--- src/hdl/tcw_pkg.sv ---
`default_nettype none

package tcw_pkg;

   // Screen geometry.
   localparam int COLUMNS_PER_ROW = 80;
   localparam int ROWS            = 25;
   localparam int CELL_COUNT      = COLUMNS_PER_ROW * ROWS;
   localparam int SHIFT_CELLS     = (ROWS - 1) * COLUMNS_PER_ROW;

   // Internal widths that follow from the geometry.
   localparam int COL_W  = $clog2(COLUMNS_PER_ROW);
   localparam int ROW_W  = $clog2(ROWS);
   localparam int ADDR_W = $clog2(CELL_COUNT);

   // Field widths of the channels.
   localparam int CMD_W     = 3;
   localparam int CHAR_W    = 8;
   localparam int IN_COL_W  = 8;
   localparam int IN_ROW_W  = 6;
   localparam int OUT_COL_W = 7;
   localparam int OUT_ROW_W = 5;
   localparam int ATTR_W    = 8;
   localparam int CELL_W    = ATTR_W + CHAR_W;

   // Register port.
   localparam int CSR_ADDR_W = 2;
   localparam int CSR_DATA_W = 32;
   localparam logic [CSR_ADDR_W-1:0] CSR_ADDR_TEXT_ATTRIBUTE = 2'd0;
   localparam logic [ATTR_W-1:0]     ATTR_RESET              = 8'h07;

   // Depth of the queue between the front and the back.
   localparam int QUEUE_DEPTH = 2;

   // Command codes.
   localparam logic [CMD_W-1:0] CMD_PUT_CHAR    = 3'd0;
   localparam logic [CMD_W-1:0] CMD_CLEAR       = 3'd1;
   localparam logic [CMD_W-1:0] CMD_SCROLL_UP   = 3'd2;
   localparam logic [CMD_W-1:0] CMD_SCROLL_DOWN = 3'd3;
   localparam logic [CMD_W-1:0] CMD_GOTO        = 3'd4;
   localparam logic [CMD_W-1:0] CMD_READ        = 3'd5;

   // Characters that start a new line.
   localparam logic [CHAR_W-1:0] CHAR_LF = 8'd10;
   localparam logic [CHAR_W-1:0] CHAR_CR = 8'd13;

   // Operations as the front classifies them.
   typedef enum logic [2:0] {
      OP_PUT,
      OP_NEWLINE,
      OP_CLEAR,
      OP_SCROLL_UP,
      OP_SCROLL_DOWN,
      OP_GOTO,
      OP_READ,
      OP_NOP
   } tcw_op_type;

   // One classified command as it waits in the queue.
   typedef struct packed {
      tcw_op_type        op;
      logic [CHAR_W-1:0] ch;
      logic [COL_W-1:0]  col;
      logic [ROW_W-1:0]  row;
      logic [ADDR_W-1:0] addr;
      logic              rejected;
   } tcw_entry_type;

endpackage

`default_nettype wire

--- src/hdl/tcw_queue.sv ---
`default_nettype none

module tcw_queue (
   input  logic                   clock,
   input  logic                   reset,
   input  logic                   push,
   input  tcw_pkg::tcw_entry_type push_entry,
   input  logic                   pop,
   output logic                   full,
   output logic                   not_empty,
   output tcw_pkg::tcw_entry_type head
);
   import tcw_pkg::*;

   localparam int PTR_W = (QUEUE_DEPTH > 1) ? $clog2(QUEUE_DEPTH) : 1;
   localparam int CNT_W = $clog2(QUEUE_DEPTH + 1);

   tcw_entry_type    entries_ff [QUEUE_DEPTH];
   logic [PTR_W-1:0] wptr_ff, wptr_in;
   logic [PTR_W-1:0] rptr_ff, rptr_in;
   logic [CNT_W-1:0] count_ff, count_in;

   assign full      = (count_ff == CNT_W'(QUEUE_DEPTH));
   assign not_empty = (count_ff != '0);
   assign head      = entries_ff[rptr_ff];

   // Pointer and fill count update.
   always_comb begin
      wptr_in  = wptr_ff;
      rptr_in  = rptr_ff;
      count_in = count_ff;
      if (push) begin
         wptr_in = (wptr_ff == PTR_W'(QUEUE_DEPTH - 1)) ? '0 : wptr_ff + 1'b1;
      end
      if (pop) begin
         rptr_in = (rptr_ff == PTR_W'(QUEUE_DEPTH - 1)) ? '0 : rptr_ff + 1'b1;
      end
      if (push && !pop) begin
         count_in = count_ff + 1'b1;
      end else if (pop && !push) begin
         count_in = count_ff - 1'b1;
      end
   end

   always_ff @(posedge clock) begin
      if (reset) begin
         wptr_ff  <= '0;
         rptr_ff  <= '0;
         count_ff <= '0;
      end else begin
         wptr_ff  <= wptr_in;
         rptr_ff  <= rptr_in;
         count_ff <= count_in;
      end
   end

   // Entry storage.
   always_ff @(posedge clock) begin
      if (push) begin
         entries_ff[wptr_ff] <= push_entry;
      end
   end

endmodule

`default_nettype wire

--- config.mk ---
export PLATFORM = sky130hd
export DESIGN_NAME = tcw_queue
export DESIGN_NICKNAME = d
export VERILOG_FILES = /design/src/hdl/tcw_pkg.sv /design/src/hdl/tcw_queue.sv
export SDC_FILE = /design/constraint.sdc
export NUM_CORES = 1
export LEC_CHECK = 0
export ABC_CLOCK_PERIOD_IN_PS = 2800
export BUFFER_PORTS_ARGS = -buffer_cell sky130_fd_sc_hd__buf_2
export CORE_ASPECT_RATIO = 0.7
export CORE_MARGIN = 2
export CORE_UTILIZATION = 46
export DETAILED_ROUTE_END_ITERATION = 10
export GPL_ROUTABILITY_DRIVEN = 0
export GPL_TIMING_DRIVEN = 0
export PLACE_DENSITY_LB_ADDON = 0.12
export SLEW_MARGIN = 20
export SYNTH_ARGS = -nofsm -noshare
export SYNTH_HDL_FRONTEND = slang
export SYNTH_SLANG_ARGS = --single-unit
--- constraint.sdc ---
create_clock -name clock -period 2.8 [get_ports clock]
set_clock_uncertainty 0.2 [all_clocks]
set_input_delay 0.42 -clock clock [delete_from_list [all_inputs] [get_ports clock]]
set_output_delay 0.42 -clock clock [all_outputs]
set_load 0.05 [all_outputs]
==> out/qor.yml <==
final_layout:
  insertedDiodeCount: 0
  stdcell_count: 299
  ff_latch_area_sq_um: 2200
  multi_input_area_sq_um: 509
  drive_gt1_frac: 0.594
  fillCellCount: 451
  final_nets: 259
  area_growth_syn_to_layout_pct: 27.0
detailed_routing:
  ant_nets: 0
  drt-total-wl_um: 4650
  drtIter0Drc: 111
  drt-pass1-iter-count: 4
  drc: 0
  via_count: 1414
  wl_per_cell_um: 15.6
  avgViaCountPerCell: 4.73
cts:
  clkLatencyLatePin_ns: 0.33
  cts_setup_buffers: 0
  clkSlewWorstSetupHoldPaths_ns: 0.07
  htree_levels: 3
  cts_buffers: 9
  hold_buffers: 0
  cts.sinks: 75
  cts-root-buf: "clkbuf_8"
  ctsResizeCount: 0
  clockBufferDepth: 2
  cts_tree: "yes"
power:
  power_density_nw_per_um2: 762
  seqPwrFrac: 0.498
  p_comb_frac: 0.182
  p_leak_uw: 0.00134
  power_switching_uw: 710
  clkPwrFrac: 0.320
  intPower_uw: 1950
  ir_worst_vdd_mv: 0.350
  switching_share: 0.267
setup_path:
  r2r_slack_ns: 1.22
  regToRegStartpoint: "wptr_ff"
  worstSetupPathType: "reg -> out"
  crit_fanout: 10
  reg2reg_to: "entries_ff[1][11]"
  start_kind: "flip-flop"
  required_ns: 2.18
  cp_data_arrival_time_ns: 1.62
  critPathCapture: "head[9]"
  end_kind: "output pin"
  rr_worst_depth: 2
logic_synthesis:
  synth.net_count: 171
  synth_area_per_cell_sq_um: 21.0
  ys_ff_latch: 75
  yosys.cell_types.count: 17
  yosysWarnings: 0
  syn_inst: 131
  synth_seq_area_share: 0.802
  syn_area_sq_um: 2750
sta:
  worstMarginPinSlew_ns: 0.489
  relSlewSlack: 0.673
  finalCritPeriodShare: 0.799
  fin_crit_ns: 2.24
  fmax_mhz: 447
  finalMaxSlewViolations: 0
  fin_ws_ns: 0.563
  fin_tns_setup_ns: 0
  finalSetupViolCount: 0
  hold_ws_ns: 0.0736
  final_hold_viol_count: 0
  rsz0062_at_grt: "false"
global_routing:
  grt_pass1_wl_um: 6620
  grt_pass1_vias: 1462
  antenna_found_initial: 0
  globalRouteTotalUtil: 0.147
  grt_max_degree: 23
  grt.overflow.total: 0
die:
  die-height_um: 68.6
  floorplan.initialDensity: 0.477
  core_area_sq_um: 5760
  ios: 76
  die_w_um: 96.3
  die_area_sq_um: 6610
  fp-row-count: 23
placement:
  placed_cells: 283
  port_buffers: 75
  place_hpwl_um: 3230
  place_ws_ns: 0.899
run_status:
  run_status: "finished clean"
flow_run:
  max_cap_violations: 0
worst_hold_path:
  hold_class: "in -> reg"
-- power groups by stage --
stage	logic (uW)	registers, uW	clock network (uW)
after floorplan	358	1340	0
after global placement	460	1350	0
after detailed placement	487	1350	0
after CTS	490	1320	874
after global routing	509	1330	926
final	485	1320	850
-- stage by stage --
| stage | util | power (uW) | instance area [sq um] |
|---|---|---|---|
| global placement | 0.558 | 1810 | 3210 |
| global route | 0.606 | 2760 | 3490 |
| floorplan | - | 1700 | 2750 |
| detailed placement | 0.570 | 1840 | 3280 |
| finish | 0.606 | 2660 | 3490 |
| CTS | 0.606 | 2690 | 3490 |
-- Yosys cell counts, drive strengths merged --
cell	n	area, sq um
or2	1	6.26
o21ai	1	5.00
edfxtp	70	2100
xnor2	2	17.5
buf	4	38.8
inv	1	3.75
dfxtp	5	100
ha	1	12.5
xor2	2	17.5
nor2	4	15.0
mux2	35	394
and2b	1	8.76
and2	1	6.26
nor2b	1	6.26
or3	1	6.26
a21oi	1	5.00
-- routing by layer --
metal	wire length, um	global-route usage	up-vias
met2	2470	0.267	49
li1	-	-	684
met1	1820	0.140	679
met5	0	0	-
met4	26	0.0581	0
met3	342	0.0804	2
-- registers in the layout, summed over array words and instances (netlist names), named ones only --
register	flops
count_ff	2
entries_ff	70
wptr_ff	1
rptr_ff	1
-- worst min-delay path by stage --
stage              startpoint                end  slack, ns  cells past startpoint
4_1_cts        push_entry[27]  entries_ff[0][27]       0.05                      1
3_5_place_dp          rptr_ff            rptr_ff       0.32                      2
5_1_grt        push_entry[27]  entries_ff[0][27]       0.04                      1
3_3_place_gp      count_ff[1]        count_ff[1]       0.27                      2
6_report       push_entry[13]  entries_ff[0][13]       0.07                      1
2_1_floorplan     count_ff[1]        count_ff[1]       0.26                      2
-- critical path, stage by stage (launching register included) --
cell and delay (ns):
dfxtp_1 0.30, buf_2 0.23, buf_6 0.19, mux2_2 0.35, buf_2 0.22
-- placed cells by master, fill, tap and decap left out --
cell type,count
buf_2,76
edfxtp_1,70
mux2_2,35
clkbuf_8,9
dfxtp_1,5
nor2_1,4
buf_6,3
xor2_1,2
xnor2_1,2
clkinv_1,2
bufinv_16,2
buf_16,2
inv_1,1
or2_2,1
and2_2,1
and2b_2,1
nor2b_4,1
o21ai_0,1
or3_1,1
a21oi_1,1
ha_1,1
clkbuf_1,1
clkinvlp_4,1
clkinv_2,1
-- cell type report --
cell class / count / area share
buffer: 4 / 0.0111
timing repair buffer: 77 / 0.123
inverter: 1 / 0.00108
clock inverter: 6 / 0.0230
tap: 75 / 0.0269
multi-input combinational: 51 / 0.146
clock buffer: 10 / 0.0366
sequential: 75 / 0.632
-- kinds of logic after synthesis --
group / synth area share
flip-flops: 0.802
multiplexers: 0.144
AND/OR/NAND/NOR: 0.0178
buffers and inverters: 0.0155
XOR/XNOR: 0.0128
AO/OA/AOI/OAI: 0.00364
adder cells (fa/ha/maj): 0.00456
No activity file was read; power rests on OpenSTA's default activity.
