[src/hdl/tcw_pkg.sv]
`default_nettype none

package tcw_pkg;

   // Screen geometry.
   localparam int COLUMNS_PER_ROW = 80;
   localparam int ROWS            = 25;
   localparam int CELL_COUNT      = COLUMNS_PER_ROW * ROWS;
   localparam int SHIFT_CELLS     = (ROWS - 1) * COLUMNS_PER_ROW;

   // Internal widths that follow from the geometry.
   localparam int COL_W  = $clog2(COLUMNS_PER_ROW);
   localparam int ROW_W  = $clog2(ROWS);
   localparam int ADDR_W = $clog2(CELL_COUNT);

   // Field widths of the channels.
   localparam int CMD_W     = 3;
   localparam int CHAR_W    = 8;
   localparam int IN_COL_W  = 8;
   localparam int IN_ROW_W  = 6;
   localparam int OUT_COL_W = 7;
   localparam int OUT_ROW_W = 5;
   localparam int ATTR_W    = 8;
   localparam int CELL_W    = ATTR_W + CHAR_W;

   // Register port.
   localparam int CSR_ADDR_W = 2;
   localparam int CSR_DATA_W = 32;
   localparam logic [CSR_ADDR_W-1:0] CSR_ADDR_TEXT_ATTRIBUTE = 2'd0;
   localparam logic [ATTR_W-1:0]     ATTR_RESET              = 8'h07;

   // Depth of the queue between the front and the back.
   localparam int QUEUE_DEPTH = 2;

   // Command codes.
   localparam logic [CMD_W-1:0] CMD_PUT_CHAR    = 3'd0;
   localparam logic [CMD_W-1:0] CMD_CLEAR       = 3'd1;
   localparam logic [CMD_W-1:0] CMD_SCROLL_UP   = 3'd2;
   localparam logic [CMD_W-1:0] CMD_SCROLL_DOWN = 3'd3;
   localparam logic [CMD_W-1:0] CMD_GOTO        = 3'd4;
   localparam logic [CMD_W-1:0] CMD_READ        = 3'd5;

   // Characters that start a new line.
   localparam logic [CHAR_W-1:0] CHAR_LF = 8'd10;
   localparam logic [CHAR_W-1:0] CHAR_CR = 8'd13;

   // Operations as the front classifies them.
   typedef enum logic [2:0] {
      OP_PUT,
      OP_NEWLINE,
      OP_CLEAR,
      OP_SCROLL_UP,
      OP_SCROLL_DOWN,
      OP_GOTO,
      OP_READ,
      OP_NOP
   } tcw_op_type;

   // One classified command as it waits in the queue.
   typedef struct packed {
      tcw_op_type        op;
      logic [CHAR_W-1:0] ch;
      logic [COL_W-1:0]  col;
      logic [ROW_W-1:0]  row;
      logic [ADDR_W-1:0] addr;
      logic              rejected;
   } tcw_entry_type;

endpackage

`default_nettype wire

[src/hdl/tcw_ifs.sv]
`default_nettype none

// Command channel.
interface tcw_req_if;
   import tcw_pkg::*;

   logic                valid;
   logic                ready;
   logic [CMD_W-1:0]    cmd;
   logic [CHAR_W-1:0]   char_code;
   logic [IN_COL_W-1:0] col;
   logic [IN_ROW_W-1:0] row;

   modport source (output valid, cmd, char_code, col, row, input ready);
   modport sink   (input valid, cmd, char_code, col, row, output ready);
endinterface


`default_nettype wire

[src/hdl/tcw_front.sv]
`default_nettype none

module tcw_front (
   tcw_req_if.sink                req_ch,
   input  logic                   init_busy,
   input  logic                   queue_full,
   output logic                   push,
   output tcw_pkg::tcw_entry_type push_entry
);
   import tcw_pkg::*;

   logic on_screen;
   logic is_newline;

   // A command is taken whenever the queue has room and the clearing pass after reset is not running.
   assign req_ch.ready = !queue_full && !init_busy;
   assign push         = req_ch.valid && req_ch.ready;

   // Classify the command and precompute the cell address for a read.
   always_comb begin
      on_screen  = (32'(req_ch.col) < COLUMNS_PER_ROW) && (32'(req_ch.row) < ROWS);
      is_newline = (req_ch.char_code == CHAR_LF) || (req_ch.char_code == CHAR_CR);

      push_entry.ch       = req_ch.char_code;
      push_entry.col      = COL_W'(req_ch.col);
      push_entry.row      = ROW_W'(req_ch.row);
      push_entry.addr     = ADDR_W'(req_ch.row) * ADDR_W'(COLUMNS_PER_ROW)
                          + ADDR_W'(req_ch.col);
      push_entry.rejected = 1'b0;
      push_entry.op       = OP_NOP;

      unique case (req_ch.cmd)
         CMD_PUT_CHAR: begin
            push_entry.op = is_newline ? OP_NEWLINE : OP_PUT;
         end
         CMD_CLEAR: begin
            push_entry.op = OP_CLEAR;
         end
         CMD_SCROLL_UP: begin
            push_entry.op = OP_SCROLL_UP;
         end
         CMD_SCROLL_DOWN: begin
            push_entry.op = OP_SCROLL_DOWN;
         end
         CMD_GOTO: begin
            // An off-screen goto leaves the cursor alone and only reports.
            push_entry.op       = on_screen ? OP_GOTO : OP_NOP;
            push_entry.rejected = !on_screen;
         end
         CMD_READ: begin
            push_entry.op       = on_screen ? OP_READ : OP_NOP;
            push_entry.rejected = !on_screen;
         end
         default: begin
            push_entry.op = OP_NOP;
         end
      endcase
   end

endmodule

`default_nettype wire

[src/flat_wrapper.sv]
// flat-port wrapper written by rule: the top's interface ports become plain ports
module tcw_front_flat import tcw_pkg::*;
  (init_busy, queue_full, push, push_entry, req_ch_valid, req_ch_cmd, req_ch_char_code, req_ch_col, req_ch_row, req_ch_ready);
  tcw_req_if req_ch_i ();
  input  logic init_busy;
  input  logic queue_full;
  output logic push;
  output tcw_pkg::tcw_entry_type push_entry;
  input wire logic [$bits(req_ch_i.valid)-1:0] req_ch_valid;
  input wire logic [$bits(req_ch_i.cmd)-1:0] req_ch_cmd;
  input wire logic [$bits(req_ch_i.char_code)-1:0] req_ch_char_code;
  input wire logic [$bits(req_ch_i.col)-1:0] req_ch_col;
  input wire logic [$bits(req_ch_i.row)-1:0] req_ch_row;
  output wire logic [$bits(req_ch_i.ready)-1:0] req_ch_ready;
  assign req_ch_i.valid = req_ch_valid;
  assign req_ch_i.cmd = req_ch_cmd;
  assign req_ch_i.char_code = req_ch_char_code;
  assign req_ch_i.col = req_ch_col;
  assign req_ch_i.row = req_ch_row;
  assign req_ch_ready = req_ch_i.ready;
  tcw_front u_core (.req_ch(req_ch_i), .init_busy(init_busy), .queue_full(queue_full), .push(push), .push_entry(push_entry));
endmodule
[config.mk]
export PLATFORM = sky130hd
export DESIGN_NAME = tcw_front_flat
export DESIGN_NICKNAME = d
export VERILOG_FILES = /design/src/hdl/tcw_pkg.sv /design/src/hdl/tcw_ifs.sv /design/src/hdl/tcw_front.sv /design/src/flat_wrapper.sv
export SDC_FILE = /design/constraint.sdc
export NUM_CORES = 1
export LEC_CHECK = 0
export ABC_AREA = 1
export BUFFER_PORTS_ARGS = -buffer_cell sky130_fd_sc_hd__buf_2
export CAP_MARGIN = 20
export CORE_ASPECT_RATIO = 1.25
export CORE_MARGIN = 1
export CORE_UTILIZATION = 43
export DETAILED_ROUTE_END_ITERATION = 7
export PLACE_DENSITY = 0.9
export SLEW_MARGIN = 20
export SYNTH_ARGS = -nofsm -noshare
export SYNTH_HDL_FRONTEND = slang
export SYNTH_SLANG_ARGS = --single-unit
[constraint.sdc]
create_clock -name vclk -period 6.5
set_input_delay 1.95 -clock vclk [all_inputs]
set_output_delay 1.95 -clock vclk [all_outputs]
set_load 0.02 [all_outputs]
==> flow_summary.toml, run 1 <==
[finish]
n_fill_cell = 164
seq_area_um2 = 0
num_antenna_cells = 0
clock_buffers = 0
fin_nets = 192
multi_input_area_um2 = 477
seq_cells = 0
drive_above_1_share_pct = 36.2
areaGrowthSynthToFinish_pct = 14.7

[drt]
drt-initial-drc-count = 4
ant_nets = 0
wl_mm = 1.73
vias = 857
wl_per_cell_um = 10.3
vias_per_cell = 5.13
dr.pass1.iters = 4
drc = 0

[setup_path]
cpLargestDelayFamily = "adder cells"
critPathRequiredTime_ns = 4.55
cp_num_buf_inv = 3
cp-start-kind = "input port"
crit_top_cell = "nand2_1"
cp_max_fo = 5
cpMaxStageDelayCell = "fa_1"
path_cells = "buf_2, ha_1, ha_1, fa_1, nand2_1, inv_1, nand4_1, nand3_1, nand2_1, nand2_1, buf_2"
cpPeakStageDelay_ns = 0.59
critical_path_class = "input port to output port"
end_kind = "output port"
worstPathArrival_ns = 3.80

[sta]
max_slew.worst_pin.slew_ns = 0.261
clock.fmax_mhz = 174
setup_ws_ns = 0.751
relSlewSlack_pct = 82.5
finalHoldViolCount = 0
rsz0062_at_grt = "false"
finalMaxSlewViolations = 0
fin_tns_setup_ns = 0
period_share_pct = 88.4
setup_viol = 0
period_needed_ns = 5.75

[grt]
grt_max_degree = 6
antenna_found_initial = 0
grt_pass1_vias = 704
grt_pass1_wl_mm = 2.44
grt_overflow_total = 0
track_usage_pct = 17.5

[synth]
synth_area_per_cell_um2 = 6.10
synth_top_area_share_pct = 24.6
synth_commonest_cells = "26 x nand2_1, 24 x buf_4, 20 x inv_1"
yosys.area.top_type = "buf_4"
synth_nets = 161
synth-seq-area-share_pct = 0
synth.most_common_cell = "nand2_1"
ys_warn_count = 0
syn_area_um2 = 732
ys_top_cells_by_area = "buf_4 25%, ha_1 19%, nand2_1 13%"
ys_types = 17
syn_inst = 120

[floorplan]
fp.dieW_um = 38.9
die_h_um = 48.1
dieArea_um2 = 1870
rows = 16
start_util_pct = 46.3
ios = 65
core_um2 = 1580

[placed_design]
pre_cts_slack_ns = 0.772
place.gp.congestion = 0.765
io_buffers = 53
dp_hpwl_mm = 1.56

[worst_hold_path]
hold_class = "input port to output port"

[run_status]
outcome = "complete, no violations"

[power_and_ir_drop]
ir_drop_mv = 0.0384
p_int_w = 0.0000382
power.net_switching_w = 0.0000654
clkPwrFrac_pct = 0
switching_share_pct = 63.1
seqPwrFrac_pct = 0
powerDensity_nw_per_um2 = 123
leakage_nw = 0.558
combPwrFrac_pct = 100.0

[flow_run]
drv_cap = 0

[clock_network]
ctsResizeCount = 0
ctsHoldBuffers = 0
cts_setup_buffers = 0
-- worst paths after layout --
path	startpoint	to	slack, ns	cells past startpoint
hold / removal	req_ch_col[3]	push_entry[20]	3.90	0
setup / recovery	req_ch_row[1]	push_entry[10]	0.75	11
-- per-layer routing --
metal / GRT usage [%] / share of wire (%) / wire (µm)
met1: 13.3 / 31 / 532
met2: 45.3 / 60 / 1040
met3: 0 / 9.0 / 155
met4: 0.690 / 0 / 0
met5: 0 / 0 / 0
-- cell families after synthesis --
group / count (synthesis) / share of synthesized area [%]
buffers and inverters: 44 / 34.9
XOR/XNOR: 4 / 4.79
AND/OR/NAND/NOR: 51 / 30.6
AO/OA/AOI/OAI: 8 / 5.47
adder cells (fa/ha/maj): 13 / 24.3
-- layout make-up --
cell class / count / share of cell area, %
multi-input cells: 76 / 56.8
inverters: 20 / 8.94
repair buffers: 53 / 31.6
well taps: 18 / 2.68
-- cells in the final DEF (no fill, tap or decap) --
| cell type | count |
|---|---|
| nor3_1 | 1 |
| nor2_1 | 7 |
| buf_2 | 53 |
| nand2_1 | 26 |
| xor2_1 | 3 |
| xnor2_1 | 1 |
| nand3_1 | 11 |
| nand4_1 | 2 |
| or2_2 | 1 |
| fa_1 | 2 |
| nand3b_1 | 1 |
| inv_1 | 20 |
| nor3b_1 | 1 |
| o21ai_0 | 2 |
| or2_0 | 1 |
| a21oi_1 | 6 |
| ha_1 | 11 |
-- power by group through the flow --
stage | clock, W | combinational [W] | sequential (W)
final | 0 | 0.000104 | 0
after global routing | 0 | 0.000114 | 0
after CTS | 0 | 0.000103 | 0
after detailed placement | 0 | 0.000103 | 0
after global placement | 0 | 0.0000987 | 0
after floorplan | 0 | 0.0000817 | 0
-- stage by stage --
| stage | instances | total power (W) | utilization, % | hold slack [ns] | cell area [µm²] |
|---|---|---|---|---|---|
| final | 167 | 0.000104 | 53.1 | 3.90 | 840 |
| after global routing | 167 | 0.000114 | 53.1 | 3.90 | 840 |
| after CTS | 167 | 0.000103 | 53.1 | 3.90 | 840 |
| after detailed placement | 167 | 0.000103 | 53.1 | 3.90 | 840 |
| after global placement | 167 | 0.0000987 | 53.1 | 3.90 | 840 |
| after floorplan | 120 | 0.0000817 | - | 3.97 | 732 |
Power figures use the tool's default switching activity.
==> run 2, diff against run 1 <==
--- a/config.mk
+++ b/config.mk
@@ -12,7 +12,7 @@
 export CORE_MARGIN = 1
 export CORE_UTILIZATION = 43
 export DETAILED_ROUTE_END_ITERATION = 7
-export PLACE_DENSITY = 0.9
+export PLACE_DENSITY = 0.95
 export SLEW_MARGIN = 20
 export SYNTH_ARGS = -nofsm -noshare
 export SYNTH_HDL_FRONTEND = slang
==> run 2 against run 1 <==
  * Worst hold slack is the same
  * Count of clock-buffer cells in the layout is the same
  * Non-clock buffer count did not move
  * First-iteration DRC count grew to 3.0 times the previous value
  * Fmax grew 0.42%
  * Critical path depth unchanged
  * Combinational power barely moved
  * Setup slack improved by 0.024 ns
  * Core utilization did not move
  * Die area stayed put
  * Flip-flop and latch count stayed put
  * Critical path type unchanged
  * Critical endpoint unchanged
==> flow_summary.toml, run 2 (synthesis gave the netlist of run 1 again) <==
[sta]
period_needed_ns = 5.72
max_slew.worst_pin.slew_ns = 0.296
setup_ws_ns = 0.775
relSlewSlack_pct = 80.2
whs_ns = 3.90
rsz0062_at_grt = "false"
finalHoldViolCount = 0
finalMaxSlewViolations = 0
period_share_pct = 88.1
setup_viol = 0
clock.fmax_mhz = 175
fin_tns_setup_ns = 0

[drt]
dr.pass1.iters = 4
drt-initial-drc-count = 12
ant_nets = 0
drc = 0
wl_per_cell_um = 10.5
vias = 823
vias_per_cell = 4.93
wl_mm = 1.75

[finish]
seq_cells = 0
mostFrequentLayoutCell = "buf_2"
drive_above_1_share_pct = 36.2
most-common-layout-cells = "53 x buf_2, 26 x nand2_1, 20 x inv_1"
areaGrowthSynthToFinish_pct = 14.7
n_fill_cell = 152
fin_nets = 192
final_area_um2 = 840
num_antenna_cells = 0
seq_area_um2 = 0
clock_buffers = 0

[power_and_ir_drop]
leakage_nw = 0.558
seqPwrFrac_pct = 0
switching_share_pct = 63.0
ir_drop_mv = 0.0346
power.net_switching_w = 0.0000651
powerDensity_nw_per_um2 = 123
combPwrFrac_pct = 100.0
p_int_w = 0.0000382
clkPwrFrac_pct = 0

[placed_design]
place.gp.congestion = 0.754
placed_cell_area_um2 = 840
pre_cts_slack_ns = 0.776
io_buffers = 53
dp_hpwl_mm = 1.60

[setup_path]
end_kind = "output port"
cp_max_fo = 5
crit_top_cell = "nand2_1"
cp-start-kind = "input port"
critical_path_class = "input port to output port"
cp_num_buf_inv = 3
cpPeakStageDelay_ns = 0.59
cpLargestDelayFamily = "adder cells"
path_cells = "buf_2, ha_1, ha_1, fa_1, nand2_1, inv_1, nand4_1, nand3_1, nand2_1, nand2_1, buf_2"
cpMaxStageDelayCell = "fa_1"
worstPathArrival_ns = 3.77
critPathRequiredTime_ns = 4.55

[grt]
grt_max_degree = 6
grt_overflow_total = 0
grtUsageMet1_pct = 14.9
grt_pass1_wl_mm = 2.50
globalRouteMet2Util_pct = 44.7
track_usage_pct = 18.4
met3_usage_pct = 0.913
antenna_found_initial = 0
grt.busiest_layer = "met2"
grt_pass1_vias = 710

[floorplan]
ios = 65
core_um2 = 1580
fp.dieW_um = 38.9
dieArea_um2 = 1870
start_util_pct = 46.3
die_h_um = 48.1
rows = 16

[clock_network]
cts_setup_buffers = 0
ctsResizeCount = 0
ctsHoldBuffers = 0

[run_status]
outcome = "complete, no violations"

[flow_run]
drv_cap = 0

[worst_hold_path]
hold_class = "input port to output port"
[run 2: final timing paths]
kind                        endpoint  depth (start not counted)  slack [ns]          start
worst min-delay path  push_entry[20]                          0        3.90  req_ch_col[3]
worst max-delay path  push_entry[10]                         11        0.78  req_ch_row[1]
[run 2: cell type report]
class                      count  area [µm²]  area share (%)
multi-input combinational     76         477            56.8
timing repair buffer          53         265            31.6
inverter                      20        75.1            8.94
tap                           18        22.5            2.68
[run 2: layer usage]
layer | routed length (µm) | part of all wire, %
met1 | 602 | 34
met2 | 1050 | 60
met3 | 99 | 5.6
met4 | 0 | 0
met5 | 0 | 0
[run 2: power by group through the flow]
stage                     combinational [W]  clock (W)  sequential, W
after floorplan                   0.0000817          0              0
after global placement            0.0000990          0              0
after detailed placement           0.000103          0              0
after CTS                          0.000104          0              0
after global routing               0.000113          0              0
final                              0.000103          0              0
[run 2: metrics by stage]
stage	cells	total power, W	util [%]
floorplan	120	0.0000817	-
global placement	167	0.0000990	53.1
detailed placement	167	0.000103	53.1
CTS	167	0.000104	53.1
global route	167	0.000113	53.1
finish	167	0.000103	53.1
==> run 3, diff against run 2 <==
--- a/config.mk
+++ b/config.mk
@@ -6,7 +6,7 @@
 export NUM_CORES = 1
 export LEC_CHECK = 0
 export ABC_AREA = 1
-export BUFFER_PORTS_ARGS = -buffer_cell sky130_fd_sc_hd__buf_2
+export BUFFER_PORTS_ARGS = -buffer_cell sky130_fd_sc_hd__clkbuf_2
 export CAP_MARGIN = 20
 export CORE_ASPECT_RATIO = 1.25
 export CORE_MARGIN = 1
==> run 3 against run 2 <==
  * Core utilization unchanged
  * Setup slack got worse by 0.060 ns
  * Fmax decreased by 1.0%
  * Die area unchanged
  * Critical path depth did not move
  * Combinational power hardly changed
  * Total power fell by 0.18%
  * Global-route usage fell by 1.2 points
  * Count of clock-buffer cells in the layout is the same
  * Highest routed layer unchanged
  * Worst hold slack did not move
  * Flip-flop and latch count stayed put
  * Sequential share of layout area unchanged
==> flow_summary.toml, run 3 (synthesis gave the netlist of run 1 again) <==
[finish]
num_antenna_cells = 0
clock_buffers = 0
seq_area_um2 = 0
areaGrowthSynthToFinish_pct = 14.7
seq_cells = 0
drive_above_1_share_pct = 36.2
most-common-layout-cells = "53 x clkbuf_2, 26 x nand2_1, 20 x inv_1"
utilization_pct = 53.1
multi_input_area_um2 = 477
fin_nets = 192
n_fill_cell = 156
mostFrequentLayoutCell = "clkbuf_2"

[floorplan]
core_um2 = 1580
fp.dieW_um = 38.9
ios = 65
start_util_pct = 46.3
dieArea_um2 = 1870
rows = 16
die_h_um = 48.1

[sta]
fin_tns_setup_ns = 0
max_slew.worst_pin.slew_ns = 0.262
rsz0062_at_grt = "false"
finalHoldViolCount = 0
setup_viol = 0
finalMaxSlewViolations = 0
relSlewSlack_pct = 82.5
period_needed_ns = 5.79
clock.fmax_mhz = 173
period_share_pct = 89.0

[grt]
grt_pass1_wl_mm = 2.40
track_usage_pct = 17.2
grt_pass1_vias = 678
antenna_found_initial = 0
grt_overflow_total = 0
grt_max_degree = 6

[drt]
vias_per_cell = 4.86
drc = 0
dr.pass1.iters = 4
wl_per_cell_um = 9.86
ant_nets = 0
drt-initial-drc-count = 8
wl_mm = 1.65
vias = 811

[setup_path]
worstPathArrival_ns = 3.84
crit_path_start = "req_ch_row[1]"
cp-start-kind = "input port"
critical_path_class = "input port to output port"
critPathRequiredTime_ns = 4.55
cp_max_fo = 5
cp-endpoint = "push_entry[10]"
end_kind = "output port"

[power_and_ir_drop]
leakage_nw = 0.569
ir_drop_mv = 0.0396
powerDensity_nw_per_um2 = 123

[clock_network]
ctsHoldBuffers = 0
cts_setup_buffers = 0
ctsResizeCount = 0

[flow_run]
drv_cap = 0

[placed_design]
place.gp.congestion = 0.746
io_buffers = 53
dp_hpwl_mm = 1.57

[run_status]
outcome = "complete, no violations"

[worst_hold_path]
hold_class = "input port to output port"
## run 3: cell types whose count changed in the layout (fill, tap and decap cells not counted), sizes merged
cell    previous run  this run
clkbuf             0        53
buf               53         0
## run 3: power breakdown
group	internal, W	leakage (nW)	switching [W]
sequential	0	0	0
clock	0	0	0
combinational	0.0000377	0.569	0.0000654
## run 3: critical path, cell delays in order
cell and delay [ns]:
clkbuf_2 0.11, ha_1 0.29, ha_1 0.23, fa_1 0.60
nand2_1 0.08, inv_1 0.07, nand4_1 0.11, nand3_1 0.09
nand2_1 0.06, nand2_1 0.06, clkbuf_2 0.16
## run 3: through the flow
stage / setup slack, ns / power, W / cell area [µm²] / hold slack, ns / cells
final: 0.715 / 0.000103 / 840 / 3.90 / 167
after floorplan: 1.07 / 0.0000817 / 732 / 3.97 / 120
after CTS: 0.727 / 0.000104 / 840 / 3.90 / 167
after global routing: 0.637 / 0.000113 / 840 / 3.90 / 167
after global placement: 0.864 / 0.0000993 / 840 / 3.90 / 167
after detailed placement: 0.733 / 0.000103 / 840 / 3.90 / 167
## run 3: metal layers
metal  share of wire (%)  global-route usage, %  wire [µm]  vias to the layer above
li1                    -                      -          -                      415
met1                  34                   14.6        562                      353
met2                  59                   42.3        976                       43
met3                 6.5                  0.913        107                        0
met4                   0                      0          0                        0
met5                   0                      0          0                        -
## run 3: area by class of cell
| cell class | instances | share of cell area (%) |
|---|---|---|
| Multi-Input combinational cell | 76 | 56.8 |
| Timing Repair Buffer | 53 | 31.6 |
| Tap cell | 18 | 2.68 |
| Inverter | 20 | 8.94 |
## run 3: worst min path at each step
stage	from	to	cells after the start
global route	req_ch_col[3]	push_entry[4]	0
floorplan	queue_full	req_ch_ready	1
detailed placement	req_ch_col[2]	push_entry[19]	0
CTS	req_ch_col[2]	push_entry[19]	0
finish	req_ch_col[3]	push_entry[20]	0
global placement	req_ch_col[2]	push_entry[19]	0
